==> src/hdl/lfbl_pkg.sv <==
package lfbl_pkg;

    // Width of the internal byte position counter; positions wrap at this width
    localparam int POSITION_BITS = 48;
    // Width of the reported positions
    localparam int OUT_BITS = 48;
    // Remaining count: wide enough for the 31-bit block length
    localparam int COUNT_BITS = 31;
    // Size word bytes kept before the last one arrives
    localparam int SIZE_KEEP_BITS = 24;

    localparam int CFG_INDEX_BITS = 8;
    localparam int CFG_DATA_BITS = 8;

    localparam logic [7:0] HEADER_LENGTH_RESET = 8'd7;
    localparam logic [COUNT_BITS-1:0] CHECKSUM_BYTES = COUNT_BITS'(4);

    typedef enum logic [2:0] {
        PH_HEADER   = 3'd0,
        PH_SIZE     = 3'd1,
        PH_CONTENT  = 3'd2,
        PH_CHECKSUM = 3'd3,
        PH_DONE     = 3'd4
    } t_phase;

    typedef enum logic [CFG_INDEX_BITS-1:0] {
        CFG_HEADER_LENGTH  = CFG_INDEX_BITS'(0),
        CFG_BLOCK_CHECKSUM = CFG_INDEX_BITS'(1)
    } t_cfg_index;

    typedef struct packed {
        logic                is_compressed;
        logic [OUT_BITS-1:0] start_position;
        logic [OUT_BITS-1:0] end_position;
        logic                end_mark;
    } t_desc;

    // Map an internal position onto the reported width
    function automatic logic [OUT_BITS-1:0] to_out(input logic [POSITION_BITS-1:0] pos);
        return OUT_BITS'(pos);
    endfunction

endpackage

==> src/hdl/lfbl_if.sv <==
interface lfbl_byte_if;
    import lfbl_pkg::*;

    logic       valid;
    logic       ready;
    logic [7:0] stream_byte;

    modport source (output valid, output stream_byte, input ready);
    modport sink   (input valid, input stream_byte, output ready);
endinterface

interface lfbl_desc_if;
    import lfbl_pkg::*;

    logic                valid;
    logic                ready;
    logic                is_compressed;
    logic [OUT_BITS-1:0] start_position;
    logic [OUT_BITS-1:0] end_position;
    logic                end_mark;

    modport source (output valid, output is_compressed, output start_position,
                    output end_position, output end_mark, input ready);
    modport sink   (input valid, input is_compressed, input start_position,
                    input end_position, input end_mark, output ready);
endinterface

interface lfbl_cfg_if;
    import lfbl_pkg::*;

    logic                      valid;
    logic                      ready;
    logic [CFG_INDEX_BITS-1:0] index;
    logic [CFG_DATA_BITS-1:0]  data;

    modport source (output valid, output index, output data, input ready);
    modport sink   (input valid, input index, input data, output ready);
endinterface

==> src/hdl/lz4_frame_block_locator_top.sv <==
// LZ4 frame block locator. Takes one frame byte per clock on i_byte and reports
// one descriptor per data block on o_desc: compressed flag, absolute start
// position and one-past-end position, plus the end mark for the zero-length
// size word (start equals end). A byte is handled in the cycle it is accepted;
// its descriptor, if any, appears in the output register on the next cycle, so
// the sustained rate is one byte per clock. The input stalls only while a
// descriptor sits in the output register and o_desc.ready is low. After the end
// mark all bytes are accepted and dropped until reset. Configuration writes on
// i_cfg are always taken; change them only while the stream is idle.
module lz4_frame_block_locator_top (
    input  logic         i_clk,
    input  logic         i_rst_n,
    lfbl_byte_if.sink    i_byte,
    lfbl_desc_if.source  o_desc,
    lfbl_cfg_if.sink     i_cfg
);
    import lfbl_pkg::*;

    // Configuration registers
    logic [7:0]                r_header_length;
    logic                      r_checksum_present;

    // Parser state
    t_phase                    r_phase, n_phase;
    logic [POSITION_BITS-1:0]  r_pos;
    logic [COUNT_BITS-1:0]     r_remain, n_remain;
    logic [SIZE_KEEP_BITS-1:0] r_size, n_size;
    logic [POSITION_BITS-1:0]  r_begin, n_begin;
    logic                      r_comp, n_comp;

    // Output register
    logic                      r_out_valid;
    t_desc                     r_desc, n_desc;
    logic                      w_emit;

    logic                      w_in_fire;
    logic                      w_hdr_done;
    t_phase                    w_phase_eff;
    logic [COUNT_BITS-1:0]     w_cnt_eff;
    logic [1:0]                w_size_idx;
    logic [31:0]               w_size_word;
    logic [COUNT_BITS-1:0]     w_len;
    logic [POSITION_BITS-1:0]  w_next;

    // Handshakes
    assign i_cfg.ready  = 1'b1;
    assign i_byte.ready = !r_out_valid || o_desc.ready;
    assign w_in_fire    = i_byte.valid && i_byte.ready;

    // Header skip ends when the skipped count reaches the configured length;
    // the current byte is then the first size byte
    assign w_hdr_done  = (r_phase == PH_HEADER) && !(r_remain[7:0] < r_header_length);
    assign w_phase_eff = w_hdr_done ? PH_SIZE : r_phase;
    assign w_cnt_eff   = w_hdr_done ? '0 : r_remain;
    assign w_size_idx  = w_cnt_eff[1:0];
    assign w_size_word = {i_byte.stream_byte, r_size};
    assign w_len       = w_size_word[COUNT_BITS-1:0];
    assign w_next      = r_pos + POSITION_BITS'(1);

    // Next phase
    always_comb begin
        n_phase = r_phase;
        unique case (w_phase_eff)
            PH_HEADER: begin
                n_phase = PH_HEADER;
            end
            PH_SIZE: begin
                n_phase = PH_SIZE;
                if (w_size_idx == 2'd3) begin
                    n_phase = (w_len == '0) ? PH_DONE : PH_CONTENT;
                end
            end
            PH_CONTENT: begin
                if (r_remain == COUNT_BITS'(1)) begin
                    n_phase = r_checksum_present ? PH_CHECKSUM : PH_SIZE;
                end
            end
            PH_CHECKSUM: begin
                if (r_remain == COUNT_BITS'(1)) begin
                    n_phase = PH_SIZE;
                end
            end
            PH_DONE: begin
                n_phase = PH_DONE;
            end
            default: begin
                n_phase = PH_DONE;
            end
        endcase
    end

    // Counters, size word assembly and descriptor
    always_comb begin
        n_remain = w_cnt_eff;
        n_size   = r_size;
        n_begin  = r_begin;
        n_comp   = r_comp;
        w_emit   = 1'b0;
        n_desc   = '{is_compressed:  r_comp,
                     start_position: to_out(r_begin),
                     end_position:   to_out(w_next),
                     end_mark:       1'b0};
        unique case (w_phase_eff)
            PH_HEADER: begin
                n_remain = w_cnt_eff + COUNT_BITS'(1);
            end
            PH_SIZE: begin
                n_remain = w_cnt_eff + COUNT_BITS'(1);
                unique case (w_size_idx)
                    2'd0: n_size[7:0]   = i_byte.stream_byte;
                    2'd1: n_size[15:8]  = i_byte.stream_byte;
                    2'd2: n_size[23:16] = i_byte.stream_byte;
                    2'd3: n_size        = r_size;
                    default: n_size     = r_size;
                endcase
                if (w_size_idx == 2'd3) begin
                    n_comp  = !i_byte.stream_byte[7];
                    n_begin = w_next;
                    if (w_len == '0) begin
                        // End mark: report at once with start equal to end
                        w_emit   = 1'b1;
                        n_remain = '0;
                        n_desc   = '{is_compressed:  !i_byte.stream_byte[7],
                                     start_position: to_out(w_next),
                                     end_position:   to_out(w_next),
                                     end_mark:       1'b1};
                    end else begin
                        n_remain = w_len;
                    end
                end
            end
            PH_CONTENT: begin
                n_remain = r_remain - COUNT_BITS'(1);
                if (r_remain == COUNT_BITS'(1)) begin
                    w_emit = 1'b1;
                    if (r_checksum_present) begin
                        n_remain = CHECKSUM_BYTES;
                    end
                end
            end
            PH_CHECKSUM: begin
                n_remain = r_remain - COUNT_BITS'(1);
            end
            PH_DONE: begin
                n_remain = r_remain;
            end
            default: begin
                n_remain = r_remain;
            end
        endcase
    end

    // Configuration writes
    always_ff @(posedge i_clk) begin
        if (!i_rst_n) begin
            r_header_length    <= HEADER_LENGTH_RESET;
            r_checksum_present <= 1'b0;
        end else if (i_cfg.valid) begin
            if (i_cfg.index == CFG_HEADER_LENGTH) begin
                r_header_length <= i_cfg.data;
            end else if (i_cfg.index == CFG_BLOCK_CHECKSUM) begin
                r_checksum_present <= i_cfg.data[0];
            end
        end
    end

    // Advance parser state on each accepted byte
    always_ff @(posedge i_clk) begin
        if (!i_rst_n) begin
            r_phase  <= PH_HEADER;
            r_pos    <= '0;
            r_remain <= '0;
            r_begin  <= '0;
            r_comp   <= 1'b0;
        end else if (w_in_fire) begin
            r_phase  <= n_phase;
            r_pos    <= w_next;
            r_remain <= n_remain;
            r_begin  <= n_begin;
            r_comp   <= n_comp;
        end
    end

    // Size word bytes carry no reset: every byte is rewritten before use
    always_ff @(posedge i_clk) begin
        if (w_in_fire) begin
            r_size <= n_size;
        end
    end

    // Output register: load on emit, drop on downstream accept
    always_ff @(posedge i_clk) begin
        if (!i_rst_n) begin
            r_out_valid <= 1'b0;
        end else if (w_in_fire && w_emit) begin
            r_out_valid <= 1'b1;
        end else if (o_desc.ready) begin
            r_out_valid <= 1'b0;
        end
    end

    always_ff @(posedge i_clk) begin
        if (w_in_fire && w_emit) begin
            r_desc <= n_desc;
        end
    end

    assign o_desc.valid          = r_out_valid;
    assign o_desc.is_compressed  = r_desc.is_compressed;
    assign o_desc.start_position = r_desc.start_position;
    assign o_desc.end_position   = r_desc.end_position;
    assign o_desc.end_mark       = r_desc.end_mark;

endmodule

==> src/flat_wrapper.sv <==
// flat-port wrapper written by rule: the top's interface ports become plain ports
module lz4_frame_block_locator_top_flat import lfbl_pkg::*;
  (i_clk, i_rst_n, i_byte_valid, i_byte_stream_byte, i_byte_ready, o_desc_valid, o_desc_is_compressed, o_desc_start_position, o_desc_end_position, o_desc_end_mark, o_desc_ready, i_cfg_valid, i_cfg_index, i_cfg_data, i_cfg_ready);
  lfbl_byte_if i_byte_i ();
  lfbl_desc_if o_desc_i ();
  lfbl_cfg_if i_cfg_i ();
  input  logic i_clk;
  input  logic i_rst_n;
  input wire logic [$bits(i_byte_i.valid)-1:0] i_byte_valid;
  input wire logic [$bits(i_byte_i.stream_byte)-1:0] i_byte_stream_byte;
  output wire logic [$bits(i_byte_i.ready)-1:0] i_byte_ready;
  output wire logic [$bits(o_desc_i.valid)-1:0] o_desc_valid;
  output wire logic [$bits(o_desc_i.is_compressed)-1:0] o_desc_is_compressed;
  output wire logic [$bits(o_desc_i.start_position)-1:0] o_desc_start_position;
  output wire logic [$bits(o_desc_i.end_position)-1:0] o_desc_end_position;
  output wire logic [$bits(o_desc_i.end_mark)-1:0] o_desc_end_mark;
  input wire logic [$bits(o_desc_i.ready)-1:0] o_desc_ready;
  input wire logic [$bits(i_cfg_i.valid)-1:0] i_cfg_valid;
  input wire logic [$bits(i_cfg_i.index)-1:0] i_cfg_index;
  input wire logic [$bits(i_cfg_i.data)-1:0] i_cfg_data;
  output wire logic [$bits(i_cfg_i.ready)-1:0] i_cfg_ready;
  assign i_byte_i.valid = i_byte_valid;
  assign i_byte_i.stream_byte = i_byte_stream_byte;
  assign i_byte_ready = i_byte_i.ready;
  assign o_desc_valid = o_desc_i.valid;
  assign o_desc_is_compressed = o_desc_i.is_compressed;
  assign o_desc_start_position = o_desc_i.start_position;
  assign o_desc_end_position = o_desc_i.end_position;
  assign o_desc_end_mark = o_desc_i.end_mark;
  assign o_desc_i.ready = o_desc_ready;
  assign i_cfg_i.valid = i_cfg_valid;
  assign i_cfg_i.index = i_cfg_index;
  assign i_cfg_i.data = i_cfg_data;
  assign i_cfg_ready = i_cfg_i.ready;
  lz4_frame_block_locator_top u_core (.i_clk(i_clk), .i_rst_n(i_rst_n), .i_byte(i_byte_i), .o_desc(o_desc_i), .i_cfg(i_cfg_i));
endmodule
==> config.mk <==
export PLATFORM = sky130hd
export DESIGN_NAME = lz4_frame_block_locator_top_flat
export DESIGN_NICKNAME = d
export VERILOG_FILES = /design/src/hdl/lfbl_pkg.sv /design/src/hdl/lfbl_if.sv /design/src/hdl/lz4_frame_block_locator_top.sv /design/src/flat_wrapper.sv
export SDC_FILE = /design/constraint.sdc
export NUM_CORES = 1
export LEC_CHECK = 0
export BUFFER_PORTS_ARGS = -buffer_cell sky130_fd_sc_hd__buf_4
export CAP_MARGIN = 20
export CORE_MARGIN = 2
export CORE_UTILIZATION = 35
export DETAILED_ROUTE_END_ITERATION = 16
export GPL_TIMING_DRIVEN = 1
export PLACE_DENSITY = 0.62
export SETUP_SLACK_MARGIN = 0.4
export SYNTH_ARGS = -nofsm -noshare
export SYNTH_HDL_FRONTEND = slang
export SYNTH_SLANG_ARGS = --single-unit
export TNS_END_PERCENT = 10
==> constraint.sdc <==
create_clock -name i_clk -period 9.94 [get_ports i_clk]
set_input_delay 1.491 -clock i_clk [delete_from_list [all_inputs] [get_ports i_clk]]
set_output_delay 1.491 -clock i_clk [all_outputs]
set_load 0.01 [all_outputs]
==> results.yml <==
cts:
  cts_setup_buffers: 0
  clock_latency_ns: 0.57
  cts_max_level: 1
  clkTransAtPathRegs_ns: 0.06
  clkSinkCount: 263
  cts.repair.resized: 0
  root_buffer: "clkbuf_16"
  cts_tree: "yes"
  cts_buffers: 30
  holdBufCountCts: 0
  clk_path_buf_depth: 3
cells_and_area:
  drive_above_1_share_pct: 15.35
  fin_nets: 1465
  diodes: 0
  multi_input_area_mm2: 0.005747
  area_growth_pct: 17.67
  instances_no_fill: 1914
  seqCellArea_mm2: 0.006486
  n_fill_cell: 3522
logic_synthesis:
  synth_xor_area_share_pct: 7.819
  ys_top_cells_by_count: "165 x nand2_1, 141 x dfxtp_1, 122 x edfxtp_1, 97 x o21ai_0, 77 x nor2_1"
  synth_top_family_by_area: "simple AND/OR/NAND/NOR gates"
  synth_cell_type_count: 77
  synthCells: 1347
  synth_nets: 1390
  yosysSeqAreaShare_pct: 50.35
  yosysMostFrequentCell: "nand2_1"
  synth_top_area_cell: "edfxtp_1"
  yosysWarnings: 0
  netlist.area_leader.share_pct: 28.44
  syn-cell-area_mm2: 0.01288
  ys_async_sr_fraction_pct: 0
  synth_mux_area_share_pct: 0.9518
  synthAdderAreaFrac_pct: 1.360
  synth_flop_cell: "dfxtp_1"
  synth_edf_count: 122
  syn_avg_cell_area_um2: 9.564
  synth_simple_gate_area_share_pct: 19.96
  synth_seq_cells: 263
  synthTopCellsByArea: "edfxtp_1 28%, dfxtp_1 22%, nand2_1 4.8%, xnor2_1 4.4%, o21ai_0 3.8%"
  synth_compound_area_share_pct: 14.24
timing:
  hold_viol: 0
  setup_viol: 0
  setup-tns-final_ns: 0
  skew_ns: 0.01071
  period_share_pct: 55.16
  slew_viol_final: 0
  fmax_mhz: 182.4
  relSlewSlack_pct: 28.16
  worst_pin_slew_ns: 1.068
  rsz0062_at_grt: "false"
  min_period_ns: 5.483
drt:
  totalWireLength_mm: 32.37
  wl_per_cell_um: 16.91
  ant_nets: 0
  viasPerCell: 5.240
  drtPass1Iterations: 5
  drc_errors: 0
  drt-initial-drc-count: 761
  vias: 10030
die:
  die_w_um: 195.9
  ios: 130
  die_y_um: 195.9
  row_count: 70
  die-area_mm2: 0.03836
  core-area_mm2: 0.03643
  initial_core_util_pct: 35.36
placement:
  gp_congestion: 0.9442
  portBuffers: 128
  hpwl_mm: 21.98
  place_inst: 1857
pwr:
  peakVddDrop_mv: 0.1209
  pwr_density_cell_mw_per_mm2: 166.5
  p_leak_uw: 0.006125
worst_setup_path:
  slowest_stage: "buf_4"
  max_stage_delay_ns: 0.77
  cp-start-kind: "flip-flop"
  path_class: "reg -> reg"
  critPathArrivalTime_ns: 5.68
  cp-end-kind: "flip-flop"
  critical_path.cell_chain: "ha_1, a41oi_1, o21ai_0, a21oi_1, or2_2, nand2_1, inv_1, ha_1, and3b_1, nand2_4, a21oi_4, buf_4"
  crit_fanout: 96
  crit_top_cell: "ha_1"
  critPathRequiredTime_ns: 10.14
global_route:
  gr-usage-all-layers_pct: 16.54
  grt_pass1_vias: 9568
  antenna_found_initial: 0
  overflow: 0
  grt_pass1_wl_mm: 51.66
  grt_max_degree: 97
flow_run:
  cap_violations: 0
min_path:
  min_path_type: "reg -> reg"
status:
  status: "complete, no violations"
==> logic make-up (layout without fill, tap and decap cells) <==
group,after synthesis,count (layout)
and+or+nand+nor,502,502
muxes,12,12
AOI/OAI and AO/OA,277,277
xor gates and xnor gates,115,115
adders and majority gates,14,14
other,1,1
DFF,263,263
buffers and inverters,163,262
==> cells in the final DEF, fill, tap and decap left out, types with 42 or more instances in the layout <==
cell type	Yosys	layout
a21oi_1	58	57
and2_1	45	44
buf_4	2	138
dfxtp_1	141	141
edfxtp_1	122	122
inv_1	67	67
nand2_1	165	164
nand3_1	47	47
nor2_1	77	77
nor3_1	43	42
o21ai_0	97	97
xnor2_1	65	65
xor2_1	50	50
==> metrics by stage <==
| stage | setup slack [ns] | cell area [µm²] | util (%) | hold slack (ns) | power (µW) |
|---|---|---|---|---|---|
| floorplan | 1.861 | 12880 | - | 0.4428 | 1346 |
| global route | 3.967 | 15160 | 41.60 | 0.5147 | 2622 |
| global placement | 4.024 | 14110 | 38.72 | 0.4635 | 1417 |
| detailed placement | 3.869 | 14110 | 38.72 | 0.4709 | 1417 |
| finish | 4.457 | 15160 | 41.60 | 0.4865 | 2525 |
| CTS | 3.866 | 15130 | 41.53 | 0.4927 | 2553 |
==> critical path, delay by kind of cell (launching register included) <==
kind	cells	cell delay, ns
AOI/OAI and AO/OA	4	1.42
adders and majority gates	2	0.71
buffers and inverters	2	0.90
DFF	1	0.54
and+or+nand+nor	4	1.47
==> power breakdown <==
group	switching (µW)	internal, µW	total (µW)
clock network	474	652	1130
registers	29.3	1150	1170
logic	146	78.5	224
==> flip-flops by register name, summed over array words and instances, names as in the netlist <==
signal	count
u_core.o_desc.end_position	48
u_core.o_desc.start_position	48
u_core.r_begin	48
u_core.r_pos	48
u_core.r_remain	31
u_core.r_size	24
u_core.r_header_length	8
u_core.r_phase	3
u_core.o_desc.end_mark	1
u_core.o_desc.is_compressed	1
u_core.o_desc.valid	1
u_core.r_checksum_present	1
u_core.r_comp	1
==> routing by layer <==
metal / vias up / global-route usage [%] / share of wire, % / routed length, µm
met5: - / 0 / 0 / 0
met4: 0 / 5.668 / 2.8 / 918
met3: 70 / 2.751 / 5.7 / 1847
met2: 309 / 26.74 / 45 / 14650
met1: 4746 / 22.50 / 46 / 14960
li1: 4904 / - / - / -
==> worst paths after layout <==
kind | depth (start not counted) | slack, ns | from | to
setup / recovery | 12 | 4.46 | u_core.r_remain[5]$_SDFFE_PN0P_ | u_core.o_desc.end_position[15]$_DFFE_PP_
hold / removal | 2 | 0.49 | u_core.r_header_length[0]$_SDFFE_PN1P_ | u_core.r_header_length[0]$_SDFFE_PN1P_
setup reg to reg | 12 | 4.46 | u_core.r_remain[5]$_SDFFE_PN0P_ | u_core.o_desc.end_position[15]$_DFFE_PP_
hold reg to reg | 2 | 0.49 | u_core.r_header_length[0]$_SDFFE_PN1P_ | u_core.r_header_length[0]$_SDFFE_PN1P_
==> area by class of cell <==
class | instances | share of cell area [%]
Inverter | 67 | 1.659
Clock buffer | 37 | 5.464
Timing Repair Buffer | 139 | 7.016
Clock inverter | 19 | 1.296
Tap cell | 468 | 3.863
Sequential cell | 263 | 42.79
Multi-Input combinational cell | 921 | 37.91
Note: power is estimated with default switching activity, not from simulation.
